<file path="src/hw/rtl/sha1_pkg.sv">
// Shared types and constants of the SHA-1 hash engine.
// No dependencies.
package sha1_pkg;

  localparam logic [31:0] Iv0 = 32'h67452301;
  localparam logic [31:0] Iv1 = 32'hEFCDAB89;
  localparam logic [31:0] Iv2 = 32'h98BADCFE;
  localparam logic [31:0] Iv3 = 32'h10325476;
  localparam logic [31:0] Iv4 = 32'hC3D2E1F0;
  localparam logic [31:0] K0 = 32'h5A827999;
  localparam logic [31:0] K1 = 32'h6ED9EBA1;
  localparam logic [31:0] K2 = 32'h8F1BBCDC;
  localparam logic [31:0] K3 = 32'hCA62C1D6;
  localparam logic [7:0] PadByte = 8'h80;
  localparam logic [0:0] OpAbsorb = 1'b0;
  localparam logic [0:0] OpFinish = 1'b1;

  typedef enum logic [1:0] {
    SrcData = 2'd0,
    SrcPad  = 2'd1,
    SrcZero = 2'd2,
    SrcLen  = 2'd3
  } byte_src_e;

  typedef enum logic [5:0] {
    StIdle  = 6'b000001,
    StRound = 6'b000010,
    StAdd   = 6'b000100,
    StPadZ  = 6'b001000,
    StLen   = 6'b010000,
    StEmit  = 6'b100000
  } state_e;

  typedef struct packed {
    logic      shift_en;
    byte_src_e byte_src;
    logic      count_inc;
    logic      round_init;
    logic      round_en;
    logic      cv_update;
    logic      word_next;
    logic      restart;
  } cmd_t;

  typedef struct packed {
    logic [5:0] pos;
    logic       round_last;
    logic       word_last;
  } status_t;

endpackage

</file>
<file path="src/hw/rtl/sha1_dpath.sv">
// SHA-1 datapath: block shift register, schedule, round unit, chaining value.
// Depends on sha1_pkg.
module sha1_dpath (
  input  logic              clk_i,
  input  logic              rst_ni,
  input  sha1_pkg::cmd_t    cmd_i,
  input  logic [7:0]        data_byte_i,
  output sha1_pkg::status_t status_o,
  output logic [31:0]       digest_word_o,
  output logic [2:0]        word_index_o
);

  logic [31:0]  cv_q [5];
  logic [31:0]  cv_d [5];
  logic [31:0]  a_q, b_q, c_q, d_q, e_q;
  logic [31:0]  a_d, b_d, c_d, d_d, e_d;
  logic [511:0] buf_q, buf_d;
  logic [63:0]  cnt_q, cnt_d;
  logic [5:0]   pos_q, pos_d;
  logic [6:0]   rnd_q, rnd_d;
  logic [2:0]   idx_q, idx_d;

  logic [7:0]   in_byte, len_byte;
  logic [5:0]   len_sh;
  logic [31:0]  w0, w2, w8, w13, x, wt, f, k, t;

  assign len_sh   = {3'd7 - pos_q[2:0], 3'b000};
  assign len_byte = 8'(cnt_q >> len_sh);

  always_comb begin
    unique case (cmd_i.byte_src)
      sha1_pkg::SrcData: in_byte = data_byte_i;
      sha1_pkg::SrcPad:  in_byte = sha1_pkg::PadByte;
      sha1_pkg::SrcZero: in_byte = 8'h00;
      sha1_pkg::SrcLen:  in_byte = len_byte;
      default:           in_byte = 8'h00;
    endcase
  end

  assign w0  = buf_q[511:480];
  assign w2  = buf_q[447:416];
  assign w8  = buf_q[255:224];
  assign w13 = buf_q[95:64];
  assign x   = w13 ^ w8 ^ w2 ^ w0;
  assign wt  = (rnd_q < 7'd16) ? w0 : {x[30:0], x[31]};

  always_comb begin
    if (rnd_q < 7'd20) begin
      f = (b_q & c_q) | (~b_q & d_q);
      k = sha1_pkg::K0;
    end else if (rnd_q < 7'd40) begin
      f = b_q ^ c_q ^ d_q;
      k = sha1_pkg::K1;
    end else if (rnd_q < 7'd60) begin
      f = (b_q & c_q) | (b_q & d_q) | (c_q & d_q);
      k = sha1_pkg::K2;
    end else begin
      f = b_q ^ c_q ^ d_q;
      k = sha1_pkg::K3;
    end
  end

  assign t = {a_q[26:0], a_q[31:27]} + f + e_q + k + wt;

  always_comb begin
    buf_d = buf_q;
    cnt_d = cnt_q;
    pos_d = pos_q;
    rnd_d = rnd_q;
    idx_d = idx_q;
    a_d = a_q; b_d = b_q; c_d = c_q; d_d = d_q; e_d = e_q;
    for (int i = 0; i < 5; i++) cv_d[i] = cv_q[i];
    if (cmd_i.shift_en) begin
      buf_d = {buf_q[503:0], in_byte};
      pos_d = pos_q + 6'd1;
    end
    if (cmd_i.count_inc) cnt_d = cnt_q + 64'd8;
    if (cmd_i.round_init) begin
      a_d = cv_q[0]; b_d = cv_q[1]; c_d = cv_q[2]; d_d = cv_q[3]; e_d = cv_q[4];
      rnd_d = 7'd0;
    end
    if (cmd_i.round_en) begin
      buf_d = {buf_q[479:0], wt};
      a_d = t;
      b_d = a_q;
      c_d = {b_q[1:0], b_q[31:2]};
      d_d = c_q;
      e_d = d_q;
      rnd_d = rnd_q + 7'd1;
    end
    if (cmd_i.cv_update) begin
      cv_d[0] = cv_q[0] + a_q;
      cv_d[1] = cv_q[1] + b_q;
      cv_d[2] = cv_q[2] + c_q;
      cv_d[3] = cv_q[3] + d_q;
      cv_d[4] = cv_q[4] + e_q;
    end
    if (cmd_i.word_next) idx_d = idx_q + 3'd1;
    if (cmd_i.restart) begin
      cv_d[0] = sha1_pkg::Iv0;
      cv_d[1] = sha1_pkg::Iv1;
      cv_d[2] = sha1_pkg::Iv2;
      cv_d[3] = sha1_pkg::Iv3;
      cv_d[4] = sha1_pkg::Iv4;
      cnt_d = 64'd0;
      pos_d = 6'd0;
      idx_d = 3'd0;
    end
  end

  always_ff @(posedge clk_i or negedge rst_ni) begin
    if (!rst_ni) begin
      cv_q[0] <= sha1_pkg::Iv0;
      cv_q[1] <= sha1_pkg::Iv1;
      cv_q[2] <= sha1_pkg::Iv2;
      cv_q[3] <= sha1_pkg::Iv3;
      cv_q[4] <= sha1_pkg::Iv4;
      cnt_q   <= 64'd0;
      pos_q   <= 6'd0;
      rnd_q   <= 7'd0;
      idx_q   <= 3'd0;
    end else begin
      for (int i = 0; i < 5; i++) cv_q[i] <= cv_d[i];
      cnt_q <= cnt_d;
      pos_q <= pos_d;
      rnd_q <= rnd_d;
      idx_q <= idx_d;
    end
  end

  always_ff @(posedge clk_i) begin
    buf_q <= buf_d;
    a_q <= a_d; b_q <= b_d; c_q <= c_d; d_q <= d_d; e_q <= e_d;
  end

  assign status_o.pos        = pos_q;
  assign status_o.round_last = (rnd_q == 7'd79);
  assign status_o.word_last  = (idx_q == 3'd4);
  assign digest_word_o       = cv_q[idx_q];
  assign word_index_o        = idx_q;

endmodule

</file>
<file path="src/hw/rtl/sha1_ctrl.sv">
// SHA-1 controller: absorb, padding, compression and digest output sequencing.
// Depends on sha1_pkg.
module sha1_ctrl (
  input  logic              clk_i,
  input  logic              rst_ni,
  input  logic              in_valid_i,
  input  logic              in_op_i,
  output logic              in_ready_o,
  output logic              out_valid_o,
  input  logic              out_ready_i,
  input  sha1_pkg::status_t status_i,
  output sha1_pkg::cmd_t    cmd_o
);

  sha1_pkg::state_e state_q, state_d;
  logic fin_q, fin_d, done_q, done_d;

  always_comb begin
    state_d = state_q;
    fin_d   = fin_q;
    done_d  = done_q;
    cmd_o   = '0;
    cmd_o.byte_src = sha1_pkg::SrcZero;
    in_ready_o  = 1'b0;
    out_valid_o = 1'b0;
    unique case (state_q)
      sha1_pkg::StIdle: begin
        in_ready_o = 1'b1;
        if (in_valid_i) begin
          cmd_o.shift_en = 1'b1;
          if (in_op_i == sha1_pkg::OpAbsorb) begin
            cmd_o.byte_src  = sha1_pkg::SrcData;
            cmd_o.count_inc = 1'b1;
            fin_d = 1'b0;
            state_d = sha1_pkg::StIdle;
          end else begin
            cmd_o.byte_src = sha1_pkg::SrcPad;
            fin_d  = 1'b1;
            done_d = 1'b0;
            state_d = sha1_pkg::StPadZ;
          end
          if (status_i.pos == 6'd63) begin
            cmd_o.round_init = 1'b1;
            state_d = sha1_pkg::StRound;
          end
        end
      end
      sha1_pkg::StPadZ: begin
        if (status_i.pos == 6'd56) begin
          state_d = sha1_pkg::StLen;
        end else begin
          cmd_o.shift_en = 1'b1;
          if (status_i.pos == 6'd63) begin
            cmd_o.round_init = 1'b1;
            state_d = sha1_pkg::StRound;
          end
        end
      end
      sha1_pkg::StLen: begin
        cmd_o.shift_en = 1'b1;
        cmd_o.byte_src = sha1_pkg::SrcLen;
        if (status_i.pos == 6'd63) begin
          cmd_o.round_init = 1'b1;
          done_d = 1'b1;
          state_d = sha1_pkg::StRound;
        end
      end
      sha1_pkg::StRound: begin
        cmd_o.round_en = 1'b1;
        if (status_i.round_last) state_d = sha1_pkg::StAdd;
      end
      sha1_pkg::StAdd: begin
        cmd_o.cv_update = 1'b1;
        priority if (fin_q && done_q) state_d = sha1_pkg::StEmit;
        else if (fin_q)               state_d = sha1_pkg::StPadZ;
        else                          state_d = sha1_pkg::StIdle;
      end
      sha1_pkg::StEmit: begin
        out_valid_o = 1'b1;
        if (out_ready_i) begin
          if (status_i.word_last) begin
            cmd_o.restart = 1'b1;
            fin_d  = 1'b0;
            done_d = 1'b0;
            state_d = sha1_pkg::StIdle;
          end else begin
            cmd_o.word_next = 1'b1;
          end
        end
      end
      default: state_d = sha1_pkg::StIdle;
    endcase
  end

  always_ff @(posedge clk_i or negedge rst_ni) begin
    if (!rst_ni) begin
      state_q <= sha1_pkg::StIdle;
      fin_q   <= 1'b0;
      done_q  <= 1'b0;
    end else begin
      state_q <= state_d;
      fin_q   <= fin_d;
      done_q  <= done_d;
    end
  end

endmodule

</file>
<file path="src/hw/rtl/sha1_hash_engine.sv">
// SHA-1 hash engine top level: byte stream in, five digest words out.
// Absorb: one byte per transfer; the 64th byte of a block starts a compression (80 rounds, then an add).
// Finish: a pad byte, zero fill to byte 56 plus a turn state, 8 length bytes, 1 or 2
// compressions, then 5 output transfers; input is held off until the last one.
// Reset (asynchronous, active low) loads the initial chaining value and clears count and position.
// Depends on sha1_pkg, sha1_ctrl, sha1_dpath.
module sha1_hash_engine (
  input  logic        clk_i,
  input  logic        rst_ni,
  input  logic        s_axis_tvalid_i,
  output logic        s_axis_tready_o,
  input  logic [7:0]  s_axis_tdata_i,   // [7:0] data_byte
  input  logic        s_axis_tuser_i,   // [0] operation
  output logic        m_axis_tvalid_o,
  input  logic        m_axis_tready_i,
  output logic [39:0] m_axis_tdata_o,   // [31:0] digest_word, [34:32] word_index, zero above
  output logic        m_axis_tlast_o    // last_word
);

  sha1_pkg::cmd_t    cmd;
  sha1_pkg::status_t status;
  logic [31:0]       digest_word;
  logic [2:0]        word_index;

  sha1_ctrl u_ctrl (
    .clk_i       (clk_i),
    .rst_ni      (rst_ni),
    .in_valid_i  (s_axis_tvalid_i),
    .in_op_i     (s_axis_tuser_i),
    .in_ready_o  (s_axis_tready_o),
    .out_valid_o (m_axis_tvalid_o),
    .out_ready_i (m_axis_tready_i),
    .status_i    (status),
    .cmd_o       (cmd)
  );

  sha1_dpath u_dpath (
    .clk_i         (clk_i),
    .rst_ni        (rst_ni),
    .cmd_i         (cmd),
    .data_byte_i   (s_axis_tdata_i),
    .status_o      (status),
    .digest_word_o (digest_word),
    .word_index_o  (word_index)
  );

  assign m_axis_tdata_o = {5'b00000, word_index, digest_word};
  assign m_axis_tlast_o = status.word_last;

endmodule

</file>
<file path="config.mk">
export PLATFORM = sky130hd
export DESIGN_NAME = sha1_hash_engine
export DESIGN_NICKNAME = d
export VERILOG_FILES = /design/src/hw/rtl/sha1_pkg.sv /design/src/hw/rtl/sha1_dpath.sv /design/src/hw/rtl/sha1_ctrl.sv /design/src/hw/rtl/sha1_hash_engine.sv
export SDC_FILE = /design/constraint.sdc
export NUM_CORES = 2
export LEC_CHECK = 0
export BUFFER_PORTS_ARGS = -buffer_cell sky130_fd_sc_hd__buf_2
export CAP_MARGIN = 40
export CORE_ASPECT_RATIO = 1.1
export CORE_MARGIN = 10
export CORE_UTILIZATION = 50
export DETAILED_ROUTE_END_ITERATION = 6
export PLACE_DENSITY = 0.65
export REMOVE_ABC_BUFFERS = 1
export SLEW_MARGIN = 20
export SYNTH_ARGS = -nofsm -noshare
export SYNTH_HDL_FRONTEND = slang
export SYNTH_SLANG_ARGS = --single-unit
export TNS_END_PERCENT = 1
</file>
<file path="constraint.sdc">
create_clock -name clk_i -period 20.6 [get_ports clk_i]
set_input_delay 2.06 -clock clk_i [delete_from_list [all_inputs] [get_ports clk_i]]
set_output_delay 2.06 -clock clk_i [all_outputs]
set_load 0.05 [all_outputs]
</file>
==> flow_summary_export.csv <==
group,metric,value,unit
cts,clkLatencyLatePin,720,ps
routing,wl_met2,68350,um
timing,fmax,146.5,MHz
cts,clk_path_buf_depth,3,
cts,post-cts-setup-buffer-count,0,
cts,clock-sinks,917,
logic_synthesis,netlist_top_cells_area,"edfxtp_1 (37%), nand2_1 (14%), dfrtp_1 (7.5%)",
power_and_ir_drop,intPower,5.051,mW
logic_synthesis,syn_area_per_cell,9.379,um2
grt,grt_antenna_before_repair,1,
power_and_ir_drop,ir_drop,170.2,uV
timing,drv_slew,0,
routing,ant_nets,0,
power_and_ir_drop,power_frac_clock,0.223,
timing,setup_slack,13770,ps
power_and_ir_drop,seq_power_share,0.348,
worst_setup_path,cp_max_fo,23,
routing,wl_met1,67490,um
timing,hold_viol_final,0,
cts,cts_max_level,3,
grt,grt_pass1_vias,39920,
logic_synthesis,synth-edff-count,672,
cts,cts-hold-fix-buffers,0,
cells_and_area,fillers,9516,
floorplanning,die_x,334.6,um
cells_and_area,fin_util,0.5548,
cells_and_area,seqCellArea,0.02642,mm2
logic_synthesis,ys_ff_latch,917,
logic_synthesis,synth.most_common_cell,"nand2_1",
cts,cts.clk_slew.worst_paths,70,ps
routing,drt_iter0_drc,4213,
grt,grt_use_total,0.2411,
routing,routed_wl,151700,um
floorplanning,die-area,0.1225,mm2
logic_synthesis,synth_cells,5804,
routing,drtPass1Iterations,7,
placed_design,portBuffers,50,
logic_synthesis,synthesis.area,0.05444,mm2
cells_and_area,area_delta_synth_final,9.732,%
cts,cts_resized,0,
routing,viasPerCell,5.771,
cells_and_area,layout.nets,6122,
cells_and_area,multi_input_area,0.02611,mm2
floorplanning,core_area,0.1077,mm2
logic_synthesis,synthArstFlopShare,0.2672,
placed_design,postPlaceCellArea,0.05628,mm2
logic_synthesis,yosysTopAreaCell,"edfxtp_1",
power_and_ir_drop,totalPowerFinal,8.327,mW
timing,maxSlewHeadroom,0.2221,
grt,grt_pass1_wl,234400,um
power_and_ir_drop,sw_frac_of_total,0.3933,
logic_synthesis,synthFlopType,"edfxtp_1",
routing,wire_per_inst,20.91,um
routing,routed.top_layer,"met4",
placed_design,dp_slack,13940,ps
timing,setup_viol,0,
logic_synthesis,synth-seq-area-share,0.4852,
power_and_ir_drop,leakage,24.86,nW
run_status,outcome,"finished clean",
min_path,hp-class,"register to register",
timing,finClkSkew,45.70,ps
grt,grt_max_degree,238,
logic_synthesis,synth.top_cells.by_count,"nand2_1 (2096), edfxtp_1 (672), o21ai_0 (352)",
routing,vias,41850,
timing,worst_pin_slew,1167,ps
timing,rsz0062_at_grt,"no",
cells_and_area,n_antenna_cell,0,
grt,overflow,0,
placed_design,place_congestion,0.9245,
timing,finalCriticalPeriod,6826,ps
cts,cts_buffers,100,
routing,wl_met3,9780,um
logic_synthesis,netlist.area_leader.share,0.3707,
cells_and_area,finalInstanceArea,0.05973,mm2
worst_setup_path,cp_data_required_time,21050,ps
power_and_ir_drop,pwr-share-comb,0.428,
worst_setup_path,crit_arrival,7270,ps
cts,cts_root_buffer,"clkbuf_16",
worst_setup_path,path_class,"register to register",
routing,drc,0,
run,maxCapViolCount,0,
cells_and_area,drive_above_1_share,0.07546,
floorplanning,start_util,0.5056,
logic_synthesis,ys_warn_count,0,
timing,hold_ws,520.8,ps
power_and_ir_drop,p_switching,3.275,mW
logic_synthesis,synth_cell_types,95,
cts,cts_tree,"done",
timing,fin_tns_setup,0,ps
placed_design,dpl.cell_count,7060,
floorplanning,die_h,366.1,um
placed_design,hpwl,105600,um
worst_setup_path,startpoint_type,"register",
power_and_ir_drop,power.density,139.4,mW/mm2
timing,fin_crit_sh,0.3313,
worst_setup_path,cp-end-kind,"register",
floorplanning,ioPinCount,56,
floorplanning,rows,126,
cells_and_area,instances_no_fill,7252,
## cell usage in the layout, fill, tap and decap left out, types with 61 or more instances in the layout
cell type,instances
ha_1,226
nand2_1,2095
xnor2_1,193
fa_1,124
o21ai_0,352
a21o_1,92
dfstp_2,81
dfrtp_1,161
xor2_1,113
nor3_1,61
clkbuf_16,101
nor2_1,224
inv_1,250
a21oi_1,220
edfxtp_1,672
nand3_1,101
## routing by layer
layer  track usage  vias to the layer above
met3       0.03464                      295
met2        0.3735                     1340
met1        0.3400                    20550
met5             0                        -
li1              -                    19670
met4       0.09461                        0
## registers in the layout, summed over array words and instances (netlist names), 7 cells and up
signal / count
u_dpath.e_q: 32
u_dpath.c_q: 32
u_dpath.b_q: 32
u_dpath.cnt_q: 61
u_dpath.cv_q: 160
u_dpath.d_q: 32
u_dpath.buf_q: 512
u_dpath.rnd_q: 7
u_dpath.a_q: 32
## power by group through the flow
| stage | combinational (mW) | clock [mW] | sequential (mW) |
|---|---|---|---|
| 2_1_floorplan | 2.56 | 0 | 3.08 |
| 3_3_place_gp | 3.39 | 0 | 2.93 |
| 3_5_place_dp | 3.50 | 0 | 2.93 |
| 4_1_cts | 3.53 | 1.89 | 2.90 |
| 5_1_grt | 3.98 | 1.96 | 2.95 |
| 6_report | 3.57 | 1.86 | 2.90 |
## worst max-delay path: stages, from the launching register on
cell and delay, ps:
dfrtp_1 500, o21ai_0 150, nand2_1 330, buf_8 230, buf_4 270, nand2_1 340, buf_4 360, nor2_1 120
nor2_1 60, fa_1 360, inv_1 80, fa_1 440, fa_1 530, inv_1 50, ha_1 220, a211oi_1 440
o211ai_1 230, nand3_1 140, a31oi_1 180, a31o_2 300, a21oi_1 310, o21ai_0 240, a41oi_1 370, mux2i_1 230
nand2_1 60
## final timing paths
| check | cells after the start | end | slack (ps) | from |
|---|---|---|---|---|
| worst max-delay path | 24 | u_dpath.a_q[30]$_DFFE_PP_ | 13770 | u_dpath.rnd_q[4]$_DFFE_PN0P_ |
| worst min-delay path | 2 | u_dpath.buf_q[204]$_DFFE_PP_ | 520 | u_dpath.buf_q[172]$_DFFE_PP_ |
| worst max register to register | 24 | u_dpath.a_q[30]$_DFFE_PP_ | 13770 | u_dpath.rnd_q[4]$_DFFE_PN0P_ |
| worst min register to register | 2 | u_dpath.buf_q[204]$_DFFE_PP_ | 520 | u_dpath.buf_q[172]$_DFFE_PP_ |
| max in group asynchronous | 5 | u_dpath.cv_q[24]$_DFFE_PN1P_ | 17370 | rst_ni |
| min in group asynchronous | 1 | u_dpath.cnt_q[34]$_DFFE_PN0P_ | 1370 | rst_ni |
## cells by family (layout without fill, tap and decap cells)
group / after synthesis / after routing / synth area share
AOI/OAI and AO/OA: 938 / 938 / 0.1067
xor gates and xnor gates: 306 / 306 / 0.04923
adders and majority gates: 350 / 350 / 0.09755
buffers and inverters: 522 / 558 / 0.03655
DFF: 917 / 917 / 0.4852
muxes: 62 / 62 / 0.02188
other: 1 / 5 / 0.00006889
and+or+nand+nor: 2708 / 2708 / 0.2029
## layout make-up
class,instances,area share
multi-input cells,4369,0.4371
inverters,251,0.01586
clock inverters,52,0.01016
well taps,1408,0.02949
clock buffers,135,0.04562
repair buffers,120,0.01956
flip-flops and latches,917,0.4422
Power figures use the tool's default switching activity.
